--- src/rtl/cstess_pkg.sv ---
// Shared types and constants of the cardinal spline tessellator.
`timescale 1ns / 1ps
package cstess_pkg;

  // Input action codes.
  localparam logic ACT_ADD = 1'b0;
  localparam logic ACT_END = 1'b1;

  // Tension register reset value, 0.5 in Q0.8.
  localparam logic [7:0] TENSION_RST = 8'd128;

  typedef struct packed {
    logic signed [15:0] x;
    logic signed [15:0] y;
  } point_t;

  typedef enum logic [1:0] {
    ST_IDLE,
    ST_CTRL,
    ST_EMIT
  } ctrl_state_e;

  // Which window entries form the segment a, b, c, d.
  typedef enum logic [1:0] {
    SEG_FIRST,  // w0, w0, w1, new point
    SEG_MID,    // w0, w1, w2, new point
    SEG_END     // w0, w1, w2, w2
  } seg_sel_e;

  typedef enum logic [1:0] {
    WIN_NONE,
    WIN_WRITE,
    WIN_SHIFT
  } win_op_e;

  // Inner control point coordinates.
  typedef enum logic [1:0] {
    CP_UX,
    CP_UY,
    CP_VX,
    CP_VY
  } cp_sel_e;

  typedef struct packed {
    logic      load_seg;
    seg_sel_e  seg_sel;
    win_op_e   win_op;
    logic [1:0] win_idx;
    logic      cp_a_en;
    cp_sel_e   cp_a_idx;
    logic      cp_b_en;
    cp_sel_e   cp_b_idx;
    logic      issue;
    logic      last;
  } dp_cmd_t;

endpackage

--- src/rtl/cstess_ctrl.sv ---
// Controller: point count, request decode and vertex step sequencing.
`timescale 1ns / 1ps
module cstess_ctrl #(
  parameter int SEGMENT_STEPS = 50,
  parameter int KW = $clog2(SEGMENT_STEPS + 1)
) (
  input  logic                 clk_i,
  input  logic                 rst_ni,
  input  logic                 in_valid_i,
  output logic                 in_ready_o,
  input  logic                 action_i,
  input  logic                 pipe_en_i,
  output cstess_pkg::dp_cmd_t  cmd_o,
  output logic [KW-1:0]        k_o
);

  localparam logic [KW-1:0] K_LAST = KW'(SEGMENT_STEPS);

  cstess_pkg::ctrl_state_e state_q, state_d;
  logic [1:0]    count_q, count_d;
  logic [2:0]    cnt_q, cnt_d;
  logic [KW-1:0] k_q, k_d;
  logic          line_q, line_d;

  always_ff @(posedge clk_i or negedge rst_ni) begin
    if (!rst_ni) begin
      state_q <= cstess_pkg::ST_IDLE;
      count_q <= 2'd0;
      cnt_q   <= 3'd0;
      k_q     <= '0;
      line_q  <= 1'b0;
    end else begin
      state_q <= state_d;
      count_q <= count_d;
      cnt_q   <= cnt_d;
      k_q     <= k_d;
      line_q  <= line_d;
    end
  end

  always_comb begin
    state_d    = state_q;
    count_d    = count_q;
    cnt_d      = cnt_q;
    k_d        = k_q;
    line_d     = line_q;
    in_ready_o = 1'b0;
    cmd_o      = '0;
    cmd_o.seg_sel  = cstess_pkg::SEG_FIRST;
    cmd_o.win_op   = cstess_pkg::WIN_NONE;
    cmd_o.cp_a_idx = cstess_pkg::cp_sel_e'(cnt_q[1:0]);
    cmd_o.cp_b_idx = cstess_pkg::cp_sel_e'(2'(cnt_q - 3'd1));
    case (state_q)
      cstess_pkg::ST_IDLE: begin
        in_ready_o = 1'b1;
        cnt_d      = 3'd0;
        k_d        = '0;
        if (in_valid_i) begin
          if (action_i == cstess_pkg::ACT_ADD) begin
            if (count_q == 2'd3) begin
              cmd_o.load_seg = 1'b1;
              cmd_o.seg_sel  = cstess_pkg::SEG_MID;
              cmd_o.win_op   = cstess_pkg::WIN_SHIFT;
              line_d         = 1'b0;
              state_d        = cstess_pkg::ST_CTRL;
            end else begin
              cmd_o.win_op  = cstess_pkg::WIN_WRITE;
              cmd_o.win_idx = count_q;
              count_d       = count_q + 2'd1;
              if (count_q == 2'd2) begin
                cmd_o.load_seg = 1'b1;
                cmd_o.seg_sel  = cstess_pkg::SEG_FIRST;
                line_d         = 1'b0;
                state_d        = cstess_pkg::ST_CTRL;
              end
            end
          end else begin
            count_d = 2'd0;
            if (count_q == 2'd3) begin
              cmd_o.load_seg = 1'b1;
              cmd_o.seg_sel  = cstess_pkg::SEG_END;
              line_d         = 1'b0;
              state_d        = cstess_pkg::ST_CTRL;
            end else if (count_q == 2'd2) begin
              // Straight line: b and c are the two points, only the end steps run.
              cmd_o.load_seg = 1'b1;
              cmd_o.seg_sel  = cstess_pkg::SEG_FIRST;
              line_d         = 1'b1;
              state_d        = cstess_pkg::ST_CTRL;
            end
          end
        end
      end
      cstess_pkg::ST_CTRL: begin
        cmd_o.cp_a_en = (cnt_q != 3'd4);
        cmd_o.cp_b_en = (cnt_q != 3'd0);
        cnt_d         = cnt_q + 3'd1;
        if (cnt_q == 3'd4) begin
          state_d = cstess_pkg::ST_EMIT;
        end
      end
      cstess_pkg::ST_EMIT: begin
        cmd_o.issue = pipe_en_i;
        cmd_o.last  = (k_q == K_LAST);
        if (pipe_en_i) begin
          if (k_q == K_LAST) begin
            state_d = cstess_pkg::ST_IDLE;
          end else if (line_q) begin
            k_d = K_LAST;
          end else begin
            k_d = k_q + KW'(1);
          end
        end
      end
      default: begin
        state_d = cstess_pkg::ST_IDLE;
      end
    endcase
  end

  assign k_o = k_q;

endmodule

--- config.mk ---
export PLATFORM = sky130hd
export DESIGN_NAME = cstess_ctrl
export DESIGN_NICKNAME = d
export VERILOG_FILES = /design/src/rtl/cstess_pkg.sv /design/src/rtl/cstess_ctrl.sv
export SDC_FILE = /design/constraint.sdc
export NUM_CORES = 1
export LEC_CHECK = 0
export ABC_CLOCK_PERIOD_IN_PS = 4290
export BUFFER_PORTS_ARGS = -buffer_cell sky130_fd_sc_hd__clkbuf_2
export CAP_MARGIN = 30
export CORE_MARGIN = 1.5
export CORE_UTILIZATION = 50
export CTS_CLUSTER_SIZE = 25
export DETAILED_ROUTE_END_ITERATION = 16
export MAX_ROUTING_LAYER = met4
export PLACE_DENSITY = 0.77
export SYNTH_ARGS = -nofsm -noshare
export SYNTH_HDL_FRONTEND = slang
export SYNTH_SLANG_ARGS = --single-unit
--- constraint.sdc ---
create_clock -name clk_i -period 4.29 [get_ports clk_i]
set_input_delay 0.429 -clock clk_i [delete_from_list [all_inputs] [get_ports clk_i]]
set_output_delay 0.429 -clock clk_i [all_outputs]
set_load 0.05 [all_outputs]
==> metrics.cfg, run 1 <==
[outcome]
run_status = finished, final reports clean

[setup_path]
critical_path_required_ns = 3.86
worst_setup_path_end_kind = primary output
r2r_cells = 6
worst-setup-path-type = flop to primary output
critPathArrivalTime_ns = 1.87
worst_r2r_startpoint = k_o[0]
worstSetupStartpointType = flop
rr_endpoint = k_o[2]
crit_path_max_fanout = 6
rrSetupSlack_ns = 2.40

[synthesis]
count_of_state_elements_after_synthesis = 14
post_synth_inst_count = 102
yosysSeqAreaShare = 0.392
post_synth_num_cell_types = 31
syn_area_per_cell_um2 = 8.77
yosys_warnings = 0
syn_area_um2 = 895
syn_nets = 115

[global_routing]
gr-usage-all-layers = 0.211
grt_max_degree = 15
grt_first_pass_wirelength_mm = 3.05
antenna_found_initial = 0
grt_pass1_vias = 709
grt_overflow = 0

[cells_and_area]
nNetsFinal = 142
post_layout_nonfiller_instances = 153
insertedDiodeCount = 0
fillers = 152
share_of_post_route_cells_with_drive_strength_above_1 = 0.250
synthToLayoutAreaGrowth_pct = 19.0

[timing]
worst_slew_pin_slew_ns = 0.398
worst_slew_margin_rel = 0.732
achievable_frequency_mhz = 435
clock_skew_ns = 0.00134
period_needed_ns = 2.30
final_cycle_utilization_of_the_critical_path = 0.536
rsz0062_at_grt = false
setup_violations = 0
report.final.hold_viol_count = 0
finalSetupTns_ns = 0
final_number_of_max_transition_violations = 0

[route]
dr.first_iter.drc_count = 21
drtPass1Iterations = 4
routed_wire_length_per_instance_um = 12.0
drc = 0
routed-via-count = 801
finalWirelength_mm = 1.84
post_drt_via_cell_ratio = 5.24
final_antenna_net_count = 0

[clock_network]
tritoncts = built
clock_buffer_depth = 2
hold_bufs_inserted_after_cts = 0
clockRootBuffer = clkbuf_4
cts-resized-gates = 0
cts_sinks = 14
clk_transition_reported_paths_ns = 0.09
htreeDepth = 1
cts_post_setup_buffers_inserted = 0
numCtsBuffers = 3
clk_latency_ns = 0.28

[die]
chipWidth_um = 45.3
coreArea_mm2 = 0.00171
initial_utilization = 0.524
die_h_um = 45.3
boundaryPins = 27
rows = 15
dieArea_mm2 = 0.00205

[placed_design]
gpl.final_weighted_congestion = 0.834
count_of_buffers_from_port_buffering = 26
post-dp-hpwl_mm = 1.37
place.detailed.instances = 149

[pwr]
cellLeakagePower_nw = 0.566
power_density_mw_per_mm2 = 654
vdd_ir_drop_max_mv = 0.587

[min_path]
holdCritPathClass = input port to asynchronous set/reset pin

[flow_run]
drv_cap = 0

flip-flops by register name, indices dropped and copies added (netlist names):
name,count
cnt_q,3
state_q,2
line_q,1
k_o,6
count_q,2
layout make-up:
type	instances	area, um2	share of cell area
Timing Repair Buffer	26	130	0.122
Sequential cell	14	350	0.329
Tap cell	25	31.3	0.0294
Clock buffer	4	36.3	0.0341
Multi-Input combinational cell	74	479	0.450
Inverter	10	37.5	0.0353
per-stage QoR:
step	total power [mW]	area (um2)	utilization	setup WS, ns	hold WS, ns
after floorplan	0.526	895	-	1.36	0.133
after CTS	0.700	1060	0.623	2.01	0.0570
final	0.696	1060	0.623	1.99	0.0393
after global routing	0.744	1060	0.623	1.89	0.0594
after global placement	0.595	1030	0.602	2.38	0.358
after detailed placement	0.603	1030	0.602	2.33	0.359
cell usage after synthesis:
cell / number / area, um2
dfrtp_1: 14 / 350
nand2_1: 11 / 41.3
inv_1: 10 / 37.5
ha_1: 8 / 100
nor2_1: 8 / 30.0
o21ai_0: 7 / 35.0
a21oi_1: 4 / 20.0
and2_1: 4 / 25.0
nand2b_1: 4 / 25.0
buf_4: 3 / 22.5
nor2b_1: 3 / 18.8
nor3_1: 3 / 15.0
o22ai_1: 3 / 18.8
and3_1: 2 / 12.5
nand3_1: 2 / 10.0
a21o_1: 1 / 7.51
a21o_2: 1 / 8.76
a221o_1: 1 / 10.0
a22o_1: 1 / 8.76
a22oi_1: 1 / 7.51
a311oi_1: 1 / 8.76
a41oi_1: 1 / 8.76
buf_2: 1 / 5.00
mux2_2: 1 / 11.3
nand4_1: 1 / 6.26
nor3b_1: 1 / 7.51
o21a_1: 1 / 7.51
o31ai_1: 1 / 7.51
o41ai_1: 1 / 8.76
or3b_1: 1 / 8.76
or4b_1: 1 / 10.0
critical path: stages, from the launching register on:
cell and delay (ns):
dfrtp_1 0.44, inv_1 0.08, ha_1 0.13, nor3b_1 0.34, nand3_1 0.17, nor2_1 0.14
clkbuf_2 0.29
power by group:
| part | internal (mW) | switching (mW) |
|---|---|---|
| combinational | 0.0992 | 0.287 |
| sequential | 0.166 | 0.0479 |
| clock | 0.0516 | 0.0449 |
layer usage:
metal  vias up  wire, um  global-route usage
li1        403         -                   -
met1       360       851               0.283
met2        36       859               0.323
met3         2       110              0.0360
met4         0        17              0.0706
met5         -         0                   -
kinds of logic after synthesis:
group | Yosys count | share of synthesized area
muxes | 1 | 0.0126
buffers and inverters | 14 | 0.0727
AOI/OAI and AO/OA | 24 | 0.176
and+or+nand+nor | 41 | 0.235
adders and majority gates | 8 | 0.112
DFF | 14 | 0.392
worst max path at each step:
stage / cells past startpoint / startpoint / to
after CTS: 6 / k_o[0] / cmd_o[0]
final: 6 / k_o[0] / cmd_o[0]
after detailed placement: 6 / k_o[0] / cmd_o[0]
after floorplan: 4 / state_q[1] / cmd_o[10]
after global routing: 6 / k_o[0] / cmd_o[0]
after global placement: 6 / k_o[0] / cmd_o[0]
placed cells by master (no fill, tap or decap), types with 2 or more instances in the layout:
| master | count |
|---|---|
| a21oi_1 | 4 |
| and2_1 | 4 |
| and3_1 | 2 |
| clkbuf_2 | 26 |
| clkbuf_4 | 3 |
| dfrtp_1 | 14 |
| ha_1 | 8 |
| inv_1 | 10 |
| nand2_1 | 11 |
| nand2b_1 | 4 |
| nand3_1 | 2 |
| nor2_1 | 8 |
| nor2b_1 | 3 |
| nor3_1 | 3 |
| o21ai_0 | 7 |
| o22ai_1 | 3 |
No activity file was read; power rests on OpenSTA's default activity.
==> run 2, diff against run 1 <==
--- a/config.mk
+++ b/config.mk
@@ -5,15 +5,16 @@
 export SDC_FILE = /design/constraint.sdc
 export NUM_CORES = 1
 export LEC_CHECK = 0
-export ABC_CLOCK_PERIOD_IN_PS = 4290
+export ABC_AREA = 1
+export ABC_CLOCK_PERIOD_IN_PS = 1900
 export BUFFER_PORTS_ARGS = -buffer_cell sky130_fd_sc_hd__clkbuf_2
 export CAP_MARGIN = 30
 export CORE_MARGIN = 1.5
-export CORE_UTILIZATION = 50
+export CORE_UTILIZATION = 46
 export CTS_CLUSTER_SIZE = 25
 export DETAILED_ROUTE_END_ITERATION = 16
 export MAX_ROUTING_LAYER = met4
-export PLACE_DENSITY = 0.77
+export PLACE_DENSITY = 0.73
 export SYNTH_ARGS = -nofsm -noshare
 export SYNTH_HDL_FRONTEND = slang
 export SYNTH_SLANG_ARGS = --single-unit
==> constraint.sdc (replaced) <==
create_clock -name clk_i -period 1.9 [get_ports clk_i]
set_input_delay 0.19 -clock clk_i [delete_from_list [all_inputs] [get_ports clk_i]]
set_output_delay 0.19 -clock clk_i [all_outputs]
set_load 0.05 [all_outputs]
==> metrics.cfg, run 2 <==
[pwr]
power.share.switching = 0.561  ; +0.0151
power_density_mw_per_mm2 = 1360  ; +110%
p_sw_uw = 902  ; +140%
clockPowerShare = 0.134  ; -0.005
vdd_ir_drop_max_mv = 0.917  ; +56%
power_internal_uw = 707  ; +120%
power.share.sequential = 0.297  ; -0.010
cellLeakagePower_nw = 0.629  ; +11%
combinationalPowerShare = 0.569  ; +0.014

[synthesis]
count_of_state_elements_after_synthesis = 14  ; unchanged
synth_top_area_cell = dfrtp_1
synthArstFlopShare = 1.00  ; unchanged
synth_compound_area_frac = 0.0877  ; -0.0885
yosys_warnings = 0  ; unchanged
synth.most_common_cell = nand2_1
post_synth_num_cell_types = 22  ; -29%
synth_enable_flop_cells = 0  ; unchanged
synth_top_cells_by_count = nand2_1, inv_1, dfrtp_1
synth_flop_cell = dfrtp_1
syn_nets = 143  ; +24%
post_synth_inst_count = 130  ; +27%
synth-xor-area-share = 0  ; unchanged
combinational_family_with_the_most_area_after_synthesis = simple AND/OR/NAND/NOR gates
synth.area.mux_share = 0  ; -0.0126
yosysSeqAreaShare = 0.356  ; -0.0358
synthDominantCellAreaShare = 0.356  ; -0.0358
syn_area_per_cell_um2 = 7.57  ; -14%
synth-adder-area-share = 0.102  ; -0.0102
syn_area_um2 = 985  ; +10%
netlist_top_cells_area = dfrtp_1, nand2_1, ha_1
synth_simple_gate_area_frac = 0.325  ; +0.0903

[global_routing]
grt_first_pass_wirelength_mm = 3.66  ; +20%
antenna_found_initial = 0  ; unchanged
grt_overflow = 0  ; unchanged
grt_max_degree = 15  ; unchanged
grt_pass1_vias = 870  ; +23%
gr-usage-all-layers = 0.195  ; -0.0156

[timing]
setup_violations = 0  ; unchanged
achievable_frequency_mhz = 564
final_cycle_utilization_of_the_critical_path = 0.934
worst_slew_margin_rel = 0.764  ; +0.0327
whs_ns = 0.160  ; +0.120 ns
final_number_of_max_transition_violations = 0  ; unchanged
finalSetupTns_ns = 0  ; unchanged
rsz0062_at_grt = false
report.final.hold_viol_count = 0  ; unchanged
clock_skew_ns = 0.00722  ; +0.00587 ns
worst_slew_pin_slew_ns = 0.353  ; -0.0448 ns
period_needed_ns = 1.77

[die]
coreArea_mm2 = 0.00198  ; +16%
chipWidth_um = 49.3  ; +8.8%
rows = 16  ; +1
initial_utilization = 0.497  ; -0.0270
die_h_um = 49.3  ; +8.8%
boundaryPins = 27  ; unchanged
dieArea_mm2 = 0.00243  ; +18%

[route]
post_drt_via_cell_ratio = 4.80  ; -8.2%
routed-via-count = 884  ; +10%
drc = 0  ; unchanged
finalWirelength_mm = 1.96  ; +6.7%
routed_wire_length_per_instance_um = 10.7  ; -11%
drtPass1Iterations = 5  ; +1
final_antenna_net_count = 0  ; unchanged
dr.first_iter.drc_count = 10  ; -52%

[clock_network]
clk_transition_reported_paths_ns = 0.09  ; about the same
clockRootBuffer = clkbuf_4
htreeDepth = 1  ; unchanged
clk_latency_ns = 0.28  ; about the same
numCtsBuffers = 3  ; unchanged
tritoncts = built
cts_sinks = 14  ; unchanged
clock_buffer_depth = 2  ; unchanged

[setup_path]
timing.critical_path.from = k_o[0]
critPathArrivalTime_ns = 1.58  ; -0.29 ns
worst_setup_path_end_kind = primary output
worst-setup-path-type = flop to primary output
r2r_cells = 8  ; +2
worst_r2r_startpoint = k_o[0]
worstSetupStartpointType = flop
crit_path_max_fanout = 7  ; +1
critical_path_required_ns = 1.71  ; -2.15 ns

[placed_design]
gpl.final_weighted_congestion = 0.950  ; +14%
count_of_buffers_from_port_buffering = 26  ; unchanged
post-dp-hpwl_mm = 1.52  ; +11%

[cells_and_area]
synthToLayoutAreaGrowth_pct = 19.9
insertedDiodeCount = 0  ; unchanged
largest_register_ff_count = 6  ; unchanged
commonest_non_fill_non_tap_cell_in_the_layout = nand2_1
nNetsFinal = 171  ; +20%
share_of_post_route_cells_with_drive_strength_above_1 = 0.293  ; +0.0430
final_cell_mix = nand2_1, clkbuf_2, inv_1
postLayoutCoreUtil = 0.596  ; -0.0275

[flow_run]
drv_cap = 0  ; unchanged

[min_path]
holdCritPathClass = input port to flop
hold_path_startpoint = action_i
hold-path-cell-count = 3

[outcome]
run_status = finished, final reports clean

-- run 2: cell count changes after synthesis, moves of 4 or more --
cell,previous run,this run
nand2_2,0,4
nand3_1,2,7
nand2_1,11,29
nand2b_1,4,0
inv_1,10,24
and2_1,4,0
nand4_1,1,6
-- run 2: final timing paths --
path	endpoint	slack, ns
max in group asynchronous	state_q[0]	1.30
max	cmd_o[0]	0.13
min in group asynchronous	k_o[0]	0.34
min	line_q	0.16
max reg2reg	k_o[2]	0.55
min reg2reg	state_q[1]	0.58
-- run 2: cell type report --
cell class / instances / area [um2]
fillers: 183 / 801
multi-input cells: 87 / 524
flip-flops and latches: 14 / 350
repair buffers: 27 / 143
inverters: 25 / 93.8
clock buffers: 4 / 36.3
well taps: 27 / 33.8
-- run 2: repair_timing --
action	in CTS	in global routing
gates resized for setup	0	2
endpoints found under the setup margin	0	1
hold endpoints to repair	14	0
hold buffers	1	0
setup buffers	0	0
-- run 2: kinds of logic (layout without fill, tap and decap cells) --
logic type | Yosys count | after routing
DFF | 14 | 14
AOI/OAI and AO/OA | 14 | 14
buffers and inverters | 29 | 56
and+or+nand+nor | 65 | 65
adders and majority gates | 8 | 8
-- run 2: routing by layer --
layer / track usage / vias to the layer above / wire, um
met3: 0.0307 / 2 / 92
met2: 0.302 / 21 / 885
met1: 0.252 / 400 / 969
li1: - / 461 / -
met5: - / - / 0
met4: 0.0857 / 0 / 14
-- run 2: power groups by stage --
stage	clock, mW	combinational (mW)	sequential (mW)
detailed placement	0	0.917	0.482
global route	0.233	1.00	0.494
finish	0.215	0.916	0.479
floorplan	0	0.710	0.515
CTS	0.225	0.922	0.476
global placement	0	0.910	0.477
-- run 2: critical path: stages (launching register included) --
cell	delay (ns)
dfrtp_1	0.45
inv_1	0.11
ha_1	0.16
nand2_1	0.09
nor2_4	0.15
nand2_2	0.08
inv_1	0.05
clkbuf_4	0.21
-- run 2: stage by stage --
stage	total power, mW	setup WS, ns	instance area, um2	std cells
after floorplan	1.23	0.0452	1000	130
after global placement	1.39	0.417	1130	179
after detailed placement	1.40	0.391	1130	179
after CTS	1.62	0.0634	1180	184
after global routing	1.73	0.0191	1180	184
final	1.61	0.126	1180	184
==> run 3, diff against run 2 <==
--- a/config.mk
+++ b/config.mk
@@ -13,6 +13,7 @@
 export CORE_UTILIZATION = 46
 export CTS_CLUSTER_SIZE = 25
 export DETAILED_ROUTE_END_ITERATION = 16
+export GPL_TIMING_DRIVEN = 0
 export MAX_ROUTING_LAYER = met4
 export PLACE_DENSITY = 0.73
 export SYNTH_ARGS = -nofsm -noshare
==> metrics.cfg, run 3 (synthesis results as in run 2) <==
[placed_design]
post-dp-hpwl_mm = 1.55  ; +1.6%
gpl.final_weighted_congestion = 0.862  ; -9.3%
count_of_buffers_from_port_buffering = 26  ; unchanged

[setup_path]
worst_r2r_startpoint = k_o[0]
critical_path_most_common_cell = inv_1
critPathSlowestCell = dfrtp_1
rr_endpoint = k_o[5]
rrSetupSlack_ns = 0.50  ; -0.05 ns
delay_of_the_slowest_critical_path_stage_ns = 0.46  ; about the same
critPathArrivalTime_ns = 1.63  ; +0.05 ns
r2r_cells = 8  ; unchanged
worst-setup-path-type = flop to primary output
worstPathCellList = inv_1 > ha_1 > nand2_1 > nor2_4 > nand2_2 > inv_1 > clkbuf_4
worst_setup_path_end_kind = primary output
crit_path_max_fanout = 7  ; unchanged
critical_path_required_ns = 1.71  ; about the same
worstSetupStartpointType = flop

[global_routing]
grt_max_degree = 15  ; unchanged
grt_first_pass_wirelength_mm = 3.45  ; -5.7%
grt_pass1_vias = 833  ; -4.3%
grt_overflow = 0  ; unchanged
gr-usage-all-layers = 0.187  ; -0.00842
antenna_found_initial = 0  ; unchanged

[die]
die_h_um = 49.3  ; unchanged
dieArea_mm2 = 0.00243  ; unchanged
rows = 16  ; unchanged
initial_utilization = 0.497  ; unchanged
boundaryPins = 27  ; unchanged
coreArea_mm2 = 0.00198  ; unchanged
chipWidth_um = 49.3  ; unchanged

[timing]
achievable_frequency_mhz = 549  ; -2.5%
rsz0062_at_grt = false
worst_slew_pin_slew_ns = 0.347  ; -0.00624 ns
final_cycle_utilization_of_the_critical_path = 0.958  ; +0.0243
whs_ns = 0.161  ; +0.00100 ns
final_number_of_max_transition_violations = 0  ; unchanged
clock_skew_ns = 0.000513  ; -0.00670 ns
period_needed_ns = 1.82  ; +0.0461 ns
worst_slew_margin_rel = 0.769  ; +0.00416
finalSetupTns_ns = 0  ; unchanged
setup_violations = 0  ; unchanged
report.final.hold_viol_count = 0  ; unchanged

[flow_run]
drv_cap = 0  ; unchanged

[route]
dr.first_iter.drc_count = 24  ; +14
post_drt_via_cell_ratio = 4.88  ; +1.5%
routed-via-count = 917  ; +3.7%
routed_wire_length_per_instance_um = 10.1  ; -5.4%
drc = 0  ; unchanged
final_antenna_net_count = 0  ; unchanged
drtPass1Iterations = 4  ; -1
finalWirelength_mm = 1.90  ; -3.4%

[cells_and_area]
nNetsFinal = 175  ; +2.3%
fillers = 174  ; -4.9%
largest_register_ff_count = 6  ; unchanged
insertedDiodeCount = 0  ; unchanged
synthToLayoutAreaGrowth_pct = 23.4
final_cell_mix = nand2_1, clkbuf_2, inv_1
share_of_post_route_cells_with_drive_strength_above_1 = 0.311  ; +0.0176
commonest_non_fill_non_tap_cell_in_the_layout = nand2_1

[min_path]
hold-path-cell-count = 3  ; unchanged
holdCritPathClass = input port to flop
hold_path_startpoint = action_i
min_to = line_q

[clock_network]
tritoncts = built
clockRootBuffer = clkbuf_4
cts_sinks = 14  ; unchanged
clk_transition_reported_paths_ns = 0.09  ; about the same
htreeDepth = 1  ; unchanged
cts_post_setup_buffers_inserted = 0  ; unchanged
numCtsBuffers = 3  ; unchanged
clk_latency_ns = 0.28  ; about the same
clock_buffer_depth = 2  ; unchanged

[outcome]
run_status = finished, final reports clean

[pwr]
power_density_mw_per_mm2 = 1340  ; -1.8%
vdd_ir_drop_max_mv = 0.884  ; -3.6%
cellLeakagePower_nw = 0.651  ; +3.5%

run 3: cell count changes in the layout (fill, tap and decap cells not counted):
| cell | delta |
|---|---|
| buf_4 | +3 |
| buf_6 | +1 |
run 3: area by class of cell:
cell class	instances	area, um2	share of cell area
timing repair buffer	27	143	0.117
sequential	14	350	0.288
multi-input combinational	87	524	0.432
buffer	4	33.8	0.0278
clock buffer	4	36.3	0.0299
inverter	25	93.8	0.0772
tap	27	33.8	0.0278
run 3: worst max-delay path by stage:
stage	start	endpoint	slack [ns]
after floorplan	cnt_q[0]	cmd_o[4]	0.05
after global placement	k_o[0]	cmd_o[0]	0.36
after detailed placement	k_o[0]	cmd_o[0]	0.34
after CTS	k_o[0]	cmd_o[0]	0.02
after global routing	k_o[0]	cmd_o[0]	0.002
final	k_o[0]	cmd_o[0]	0.08
run 3: power by group:
group / leakage (nW) / total, mW / switching (mW) / internal (mW)
combinational: 0.442 / 0.935 / 0.699 / 0.236
sequential: 0.188 / 0.476 / 0.102 / 0.374
clock: 0.0210 / 0.214 / 0.0978 / 0.117
run 3: layer usage:
layer,vias up,track usage,part of all wire
li1,474,-,-
met1,420,0.226,0.47
met2,21,0.304,0.47
met3,2,0.0368,0.045
met4,0,0.0762,0.0074
met5,-,-,0
run 3: worst max-delay path: cells and delay by family (launching register included):
| family | cells | cell delay (ns) |
|---|---|---|
| flops | 1 | 0.46 |
| buf+inv | 3 | 0.39 |
| simple gates | 3 | 0.34 |
| fa+ha+maj | 1 | 0.17 |
run 3: stage by stage:
step	area, um2	util	cells	power, mW	setup slack, ns
floorplan	1000	-	130	1.23	0.0452
global placement	1170	0.588	183	1.41	0.359
detailed placement	1170	0.588	183	1.42	0.342
CTS	1210	0.612	188	1.64	0.0249
global route	1210	0.613	188	1.76	0.00177
finish	1210	0.613	188	1.63	0.0796
run 3: timing repair:
action / in CTS / in global routing
endpoints found under the hold margin: 14 / 0
setup endpoints to repair: 0 / 1
hold buffers: 1 / 0
gates resized for setup: 0 / 2
